File: config.mk
export PLATFORM = sky130hd
export DESIGN_NAME = i2c_bus_recovery_sequencer_unit
export DESIGN_NICKNAME = d
export VERILOG_FILES = /design/src/brs_pkg.sv /design/src/i2c_bus_recovery_sequencer_unit.sv /design/src/brs_cfg.sv /design/src/brs_core.sv /design/src/brs_skid.sv
export SDC_FILE = /design/constraint.sdc
export NUM_CORES = 1
export LEC_CHECK = 0
export BUFFER_PORTS_ARGS = -buffer_cell sky130_fd_sc_hd__buf_2
export CORE_MARGIN = 4
export CORE_UTILIZATION = 29
export CTS_CLUSTER_SIZE = 10
export DETAILED_ROUTE_END_ITERATION = 16
export GPL_TIMING_DRIVEN = 0
export PLACE_DENSITY_LB_ADDON = 0.12
export SYNTH_ARGS = -nofsm -noshare
export SYNTH_HDL_FRONTEND = slang
export SYNTH_HIERARCHICAL = 1
export SYNTH_SLANG_ARGS = --single-unit
File: constraint.sdc
create_clock -name clk -period 10 [get_ports clk]
set_clock_uncertainty 0.05 [all_clocks]
set_input_delay 2.5 -clock clk [delete_from_list [all_inputs] [get_ports clk]]
set_output_delay 2.5 -clock clk [all_outputs]
set_load 0.01 [all_outputs]
File: src/brs_pkg.sv
// ----------------------------------------------------------------------------
// brs_pkg
// shared types and constants of the i2c bus recovery sequencer
// ----------------------------------------------------------------------------
`timescale 1ns / 1ps

package brs_pkg;

  localparam int COUNT_BITS = 16;
  localparam int HOLD_BITS  = 16;
  localparam int PULSE_BITS = 4;

  localparam logic [PULSE_BITS-1:0] MAX_PULSES = PULSE_BITS'(9);
  localparam logic [PULSE_BITS-1:0] PULSE_SAT  = '1;
  localparam logic [COUNT_BITS-1:0] ELAPSED_SAT = '1;
  localparam logic [HOLD_BITS-1:0]  HOLD_RESET = HOLD_BITS'(100);

  // register index as decoded from paddr[2]
  localparam logic REG_HOLD_TIME = 1'b0;

  typedef enum logic [1:0] {
    PH_IDLE  = 2'd0,
    PH_CLEAR = 2'd1,
    PH_HOLD  = 2'd2
  } phase_t;

  // one result item, scl_drive_low in bit 0
  typedef struct packed {
    logic                  recovery_done;
    logic [PULSE_BITS-1:0] pulses_given;
    logic [1:0]            phase;
    logic                  controller_enabled;
    logic                  scl_drive_low;
  } result_t;

endpackage

File: src/i2c_bus_recovery_sequencer_unit.sv
// ----------------------------------------------------------------------------
// i2c_bus_recovery_sequencer_unit
// i2c bus-clear recovery sequencer, advanced once per millisecond tick
// ----------------------------------------------------------------------------
// usage
//   s_* stream: one transfer per millisecond tick, carrying the restart
//   request and the sampled sda level
//   m_* stream: one result transfer per tick with the scl drive, controller
//   enable, phase, pulse count and a done flag for the tick that ends recovery
//   apb port: hold_time at byte address 0, read back the same way
// timing
//   a tick updates the sequencer state in the cycle it is taken; its result
//   is registered in the output register, or in the skid entry while the consumer stalls
//   one tick per cycle sustained; the output register plus a single skid
//   entry keep s_tready high while the consumer takes results
// stall
//   a stalled consumer fills the skid entry, then s_tready drops until the
//   output register drains; no result is lost or repeated
// reset
//   rst is synchronous: phase idle, scl released, counters zero, hold_time
//   back to 100 and both stream stages empty
// ----------------------------------------------------------------------------
`timescale 1ns / 1ps

module i2c_bus_recovery_sequencer_unit (
  input  logic        clk,
  input  logic        rst,
  // bit 0 restart_request, bit 1 sda_level, rest zero
  input  logic [7:0]  s_tdata,
  input  logic        s_tvalid,
  output logic        s_tready,
  // bit 0 scl_drive_low, 1 controller_enabled, 3:2 phase, 7:4 pulses_given,
  // 8 recovery_done, rest zero
  output logic [15:0] m_tdata,
  output logic        m_tvalid,
  input  logic        m_tready,
  input  logic        psel,
  input  logic        penable,
  input  logic        pwrite,
  input  logic [2:0]  paddr,
  input  logic [31:0] pwdata,
  output logic [31:0] prdata,
  output logic        pready
);
  import brs_pkg::*;

  logic [HOLD_BITS-1:0] hold_time;
  logic                 accept;
  result_t              core_result;
  result_t              out_result;

  // tick transfer completes here
  assign accept = s_tvalid && s_tready;

  brs_cfg u_cfg (
    .clk       (clk),
    .rst       (rst),
    .psel      (psel),
    .penable   (penable),
    .pwrite    (pwrite),
    .paddr     (paddr),
    .pwdata    (pwdata),
    .prdata    (prdata),
    .pready    (pready),
    .hold_time (hold_time)
  );

  // state registers and next-state logic
  brs_core u_core (
    .clk             (clk),
    .rst             (rst),
    .accept          (accept),
    .restart_request (s_tdata[0]),
    .sda_level       (s_tdata[1]),
    .hold_time       (hold_time),
    .result          (core_result)
  );

  // result register, decouples s_tready from m_tready
  brs_skid u_skid (
    .clk       (clk),
    .rst       (rst),
    .in_valid  (s_tvalid),
    .in_ready  (s_tready),
    .in_data   (core_result),
    .out_valid (m_tvalid),
    .out_ready (m_tready),
    .out_data  (out_result)
  );

  assign m_tdata = {(16 - $bits(result_t))'(0), out_result};

endmodule

File: src/brs_cfg.sv
// ----------------------------------------------------------------------------
// brs_cfg
// apb register file holding the hold time
// ----------------------------------------------------------------------------
`timescale 1ns / 1ps

module brs_cfg (
  input  logic                          clk,
  input  logic                          rst,
  input  logic                          psel,
  input  logic                          penable,
  input  logic                          pwrite,
  input  logic [2:0]                    paddr,
  input  logic [31:0]                   pwdata,
  output logic [31:0]                   prdata,
  output logic                          pready,
  output logic [brs_pkg::HOLD_BITS-1:0] hold_time
);
  import brs_pkg::*;

  logic wr_en;

  assign pready = 1'b1;
  assign wr_en  = psel && penable && pwrite && pready && (paddr[2] == REG_HOLD_TIME);

  always_ff @(posedge clk) begin
    if (rst) begin
      hold_time <= HOLD_RESET;
    end else if (wr_en) begin
      hold_time <= pwdata[HOLD_BITS-1:0];
    end
  end

  always_comb begin
    prdata = '0;
    if (paddr[2] == REG_HOLD_TIME) begin
      prdata = 32'(hold_time);
    end
  end

endmodule

File: src/brs_core.sv
// ----------------------------------------------------------------------------
// brs_core
// per-tick recovery state update and result forming
// ----------------------------------------------------------------------------
`timescale 1ns / 1ps

module brs_core (
  input  logic                          clk,
  input  logic                          rst,
  input  logic                          accept,
  input  logic                          restart_request,
  input  logic                          sda_level,
  input  logic [brs_pkg::HOLD_BITS-1:0] hold_time,
  output brs_pkg::result_t              result
);
  import brs_pkg::*;

  phase_t                phase, phase_next;
  logic                  scl_low, scl_low_next;
  logic [PULSE_BITS-1:0] pulse_count, pulse_count_next;
  logic [COUNT_BITS-1:0] elapsed, elapsed_next;
  logic [COUNT_BITS-1:0] elapsed_inc;
  logic                  done;

  always_ff @(posedge clk) begin
    if (rst) begin
      phase       <= PH_IDLE;
      scl_low     <= 1'b0;
      pulse_count <= '0;
      elapsed     <= '0;
    end else if (accept) begin
      phase       <= phase_next;
      scl_low     <= scl_low_next;
      pulse_count <= pulse_count_next;
      elapsed     <= elapsed_next;
    end
  end

  // saturating tick counter
  assign elapsed_inc = (elapsed == ELAPSED_SAT) ? elapsed : elapsed + COUNT_BITS'(1);

  always_comb begin
    phase_next       = phase;
    scl_low_next     = scl_low;
    pulse_count_next = pulse_count;
    elapsed_next     = elapsed;
    done             = 1'b0;
    case (phase)
      PH_CLEAR: begin
        elapsed_next = elapsed_inc;
        if (scl_low) begin
          scl_low_next = 1'b0;
          if (pulse_count != PULSE_SAT) begin
            pulse_count_next = pulse_count + PULSE_BITS'(1);
          end
        end else if (sda_level || (pulse_count >= MAX_PULSES)) begin
          phase_next = PH_HOLD;
        end else begin
          scl_low_next = 1'b1;
        end
      end
      PH_HOLD: begin
        elapsed_next = elapsed_inc;
        if ((elapsed_inc >= hold_time) || (elapsed_inc == ELAPSED_SAT)) begin
          phase_next   = PH_IDLE;
          scl_low_next = 1'b0;
          done         = 1'b1;
        end
      end
      default: begin
        phase_next = PH_IDLE;
        if (restart_request) begin
          phase_next       = PH_CLEAR;
          elapsed_next     = '0;
          pulse_count_next = '0;
          scl_low_next     = 1'b0;
        end
      end
    endcase
  end

  always_comb begin
    result.scl_drive_low      = scl_low_next;
    result.controller_enabled = (phase_next == PH_IDLE);
    result.phase              = phase_next;
    result.pulses_given       = pulse_count_next;
    result.recovery_done      = done;
  end

endmodule

File: src/brs_skid.sv
// ----------------------------------------------------------------------------
// brs_skid
// result register with one skid entry between core and output stream
// ----------------------------------------------------------------------------
`timescale 1ns / 1ps

module brs_skid (
  input  logic             clk,
  input  logic             rst,
  input  logic             in_valid,
  output logic             in_ready,
  input  brs_pkg::result_t in_data,
  output logic             out_valid,
  input  logic             out_ready,
  output brs_pkg::result_t out_data
);
  import brs_pkg::*;

  logic    skid_valid;
  result_t skid_data;
  logic    load_main;

  assign in_ready  = !skid_valid;
  assign load_main = !out_valid || out_ready;

  always_ff @(posedge clk) begin
    if (rst) begin
      out_valid  <= 1'b0;
      skid_valid <= 1'b0;
    end else if (load_main) begin
      if (skid_valid) begin
        out_valid  <= 1'b1;
        skid_valid <= 1'b0;
      end else begin
        out_valid <= in_valid;
      end
    end else if (in_valid && in_ready) begin
      skid_valid <= 1'b1;
    end
  end

  always_ff @(posedge clk) begin
    if (load_main) begin
      out_data <= skid_valid ? skid_data : in_data;
    end else if (in_valid && in_ready) begin
      skid_data <= in_data;
    end
  end

endmodule

# [After elaboration in Yosys (flattened, before gate mapping)]
# Cells that the tools add are included.
[totals] register_bits=59 latch_bits=0 mem_bits_rw=0 romBits=0 input_bits=50 output_inout_bits=51 wordCells=65 memories=0
[classes] addsub=2 mul=0 div_mod_pow=0 order_cmp=2 n_eq_ne=5 shift=0 mux=22 bitwise=2 n_reduce_logical=15
[ops] cell="$mux W16" count=4
[ops] cell="$eq A16 B16 Y1 const B" count=2
[ops] cell="$add A16 B1 Y16 const B" count=1
[ops] cell="$ge A16 B16 Y1" count=1
[ops] cell="$mux W4" count=3
[ops] cell="$mux W9" count=1
[ops] cell="$mux W1" count=8
[ops] cell="$pmux W4 S2" count=1
[ops] cell="$mux W2" count=3
[ops] cell="$add A4 B1 Y4 const B" count=1
[ops] cell="$ge A4 B4 Y1 const B" count=1
[ops] cell="$logic_and A1 B1 Y1" count=4
[ops] cell="$ne A4 B4 Y1 const B" count=1
[ops] cell="$pmux W2 S2" count=1
[ops] cell="$reduce_and A2 Y1" count=2
[ops] cell="$reduce_or A2 Y1" count=2
[ops] cell="$logic_or A1 B1 Y1" count=3
[ops] cell="$eq A2 B1 Y1 const B" count=1
[ops] cell="$eq A2 B2 Y1 const B" count=1
[ops] cell="$logic_not A1 Y1" count=2
[ops] cell="$logic_not A2 Y1" count=1
[ops] cell="$not A1 Y1" count=2
[ops] cell="$pmux W1 S2" count=1
[ops] cell="$reduce_bool A2 Y1" count=1

# [Longest topological paths before layout]
[depth] word_depth=8 ltp_mapped=17 mapped_depth_nobuf=16

# [Hierarchy]
# Netlist, hierarchy kept.
[modules_own_cells] mod="brs_core" instances=1 cells_each=297 area_per_inst_um2=2194.6 seq_area_each_um2=460.4
[modules_own_cells] mod="brs_cfg" instances=1 cells_each=106 area_per_inst_um2=972.2 seq_area_each_um2=320.3
[modules_own_cells] mod="brs_skid" instances=1 cells_each=36 area_per_inst_um2=753.2 seq_area_each_um2=580.6
[modules_own_cells] mod="i2c_bus_recovery_sequencer_unit" instances=1 cells_each=9 area_per_inst_um2=62.6 seq_area_each_um2=0.0

# [Worst setup path before layout]
# OpenSTA, ideal clock, no wires.
[synth_path] kind="input -> output" startpoint="input paddr[2]" endpoint="output prdata[10]" arrival_time_ns=2.884 required_time_ns=7.450 slack_ns=4.566 stages=2 path_buffers=1 cell_sequence="clkbuf_1 > nor2b_1"
[synth_via] elab_chain_len=1
[synth_lines] element="from (decl)" line="i2c_bus_recovery_sequencer_unit.sv:40" source="input logic [2:0] paddr,"
[synth_lines] element="$mux W16" line="brs_cfg.sv:36" source="if (paddr[2] == REG_HOLD_TIME) begin"
[synth_lines] element="to (decl)" line="i2c_bus_recovery_sequencer_unit.sv:42" source="output logic [31:0] prdata,"
# No other way between the ends.

# [Worst setup path after layout]
# Same ends and word-level chain as after synthesis.

==> results.txt <==
GRT overflow - 0
Io pins - 101
Sequential Power Share - 41.5%
TritonCTS buffer count - 9
Die area - 15,700 µm²
Vias in the first global route - 3,382
Die Wd - 125 µm
Nets - 604
Worst Hold Class - flip-flop to flip-flop
CTS tree - built
First-pass GRT wire length - 16.6 mm
Overall power - 613 µW
Post-route insts no fill - 713
CP cell instances - buf_2 > clkbuf_1 > nor2b_1 > buf_2
Synth-to-layout area growth - 21.4%
Clock period minus worst slack - 5.80 ns
Required time of the worst setup path - 7.45 ns
Post-synth EDFFs - 18
Largest net degree at the start of global routing - 13
Ratio of cells with drive above 1 in the final layout - 25.1%
Critical path's most frequent cell - buf_2
WL final - 9.87 mm
Hold_buf cts - 0
Worst reg2reg startpoint - u_core/elapsed[0]
Vias - 3,378
Most common cell after layout, fill and taps aside - buf_2
Worst-Margin Slew - 0.806 ns
Design area - 4830 µm²
Setup_tns - 0 ns
Fin crit share - 58.0%
# diodes - 0
TritonRoute pass-1 iters - 4
Sequential element share of the synthesized area - 34.2%
Worst R2R Setup Slack - 5.68 ns
WHS - 0.441 ns
Flops & latches, synth - 59
P_leak - 0.00213 µW
Hold-critical path depth - 2
Slew HR - 46.1%
Dpl cell area - 4540 µm²
Placed wire-length estimate - 7.56 mm
Row count - 42
R2r endpoint - u_skid/out_data[1]
Fillers - 1,435
Maximum clock path buffer count - 2
Comb pwr share - 9.2%
Max-slew violation count - 0
Routed WL per cell - 13.8 µm
Clk network pwr share - 49.3%
Largest stage delay on the critical path - 0.35 ns
Cell Pwr Density - 127 nW/µm²
Syn avg cell area - 8.89 µm²
Switching share of power - 23.7%
Placed insts - 697
CTS HTree Levels - 3
Worst Hold Launch - u_cfg/hold_time[7]
Clk Latency, worst-skew pair - 0.33 ns
Internal power - 468 µW
PortBufs - 52
Worst vdd rail ir drop - 70.0 µV
Post-DRT Antenna Nets - 0
Final hold violations - 0
Total GRT Usage - 12.9%
Hold path endpoint - u_cfg/hold_time[7]
Setup crit start kind - input port
Most used DFF post-synth - dfxtp_1
Max cap viols - 0
RSZ-0062 raised after global routing - false
Post-synth cell types - 59
Initial core utilization - 29.8%
DRC - 0
Crit Path Max Fanout - 10
Fmax - 0.172 GHz
Kind of critical path - input port to primary output
Post-CTS Repair Setup Buffers - 0
Vias per cell - 4.74
Clk slew on worst S/H paths - 0.05 ns
Post-cts sizing count - 0
Die H - 125 µm
Commonest cells after routing, fill and taps aside - buf_2, nor2_1, dfxtp_1, nand2b_1
Slowest cell on crit path - clkbuf_1
TritonCTS Sinks - 59
Area of the mapped netlist - 3980 µm²
Antenna violations before repair - 0
Drt first-iter violations - 104
Crit path capture type - primary output
FFs w/ async S/R, synth - 0%
Post-Syn Instances - 448
Status - completed
P_sw - 145 µW
Root buf cell - clkbuf_16
Register-to-Register Path Depth - 14
GPL Wtd Cong - 0.842
Worst EP arrival - 3.25 ns
CORE AREA - 13,300 µm²
Yosys warns - 6
# setup viols final - 0
state kept, by name, summed over array words and instances, names as in the netlist:
register / flops
u_cfg/hold_time: 16
u_core/elapsed: 16
u_core/phase: 2
u_core/pulse_count: 4
u_core/scl_low: 1
u_skid/out_data: 9
u_skid/out_valid: 1
u_skid/skid_data: 9
u_skid/skid_valid: 1
stage by stage:
stage / setup WS (ns) / utilization (%)
finish: 4.20 / 36.2
CTS: 4.17 / 36.2
detailed placement: 4.17 / 34.0
floorplan: 4.57 / -
global placement: 4.20 / 34.0
global route: 4.04 / 36.2
Yosys cell counts, types with 12 or more instances:
cell,instances,share of area (%)
buf_4,28,5.3
nand3_1,16,2.0
nand2_1,21,2.0
edfxtp_1,18,14
clkbuf_1,12,1.1
a21oi_1,23,2.9
inv_1,28,2.6
a22oi_1,13,2.5
mux2i_1,19,4.8
nand2b_1,30,4.7
ha_1,22,6.9
dfxtp_1,41,21
nor2_1,41,3.9
routing by layer:
metal / track usage [%] / part of all wire, %
met1: 16.5 / 46
met5: 0 / 0
met2: 21.3 / 48
met3: 3.11 / 4.8
met4: 4.40 / 1.8
worst max path at each step:
stage               startpoint         end  slack [ns]  depth (start not counted)
global route          paddr[2]   prdata[9]        4.04                          4
floorplan             paddr[2]  prdata[10]        4.57                          2
CTS                   paddr[2]   prdata[4]        4.17                          4
detailed placement    paddr[2]  prdata[14]        4.17                          4
finish                paddr[2]  prdata[10]        4.20                          4
global placement      paddr[2]  prdata[14]        4.20                          4
layout make-up:
type	instances	area, µm²	share of cell area [%]
multi-input combinational	335	2280	47.2
inverter	28	105	2.17
buffer	47	317	6.55
clock inverter	6	57.6	1.19
tap	176	220	4.56
timing repair buffer	52	260	5.38
clock buffer	10	229	4.74
sequential	59	1360	28.2
power by group through the flow:
stage                     Clock [µW]  Sequential [µW]  Combinational (µW)
after global routing             324              255                63.3
after CTS                        314              255                56.8
final                            302              255                56.7
after floorplan                    0              261                36.9
after detailed placement           0              260                56.6
after global placement             0              260                56.0
cell families after synthesis:
family,count (synthesis),share of synthesized area (%)
DFF,59,34.2
AOI/OAI and AO/OA,76,12.5
muxes,30,8.55
and+or+nand+nor,175,25.2
adders and majority gates,22,6.91
other,3,0.283
buffers and inverters,75,10.6
xor gates and xnor gates,8,1.76
critical path: cells and delay by family:
family / cells / cell delay [ns]
simple gates: 1 / 0.09
buf+inv: 3 / 0.66
Note: power is estimated with default switching activity, not from simulation.
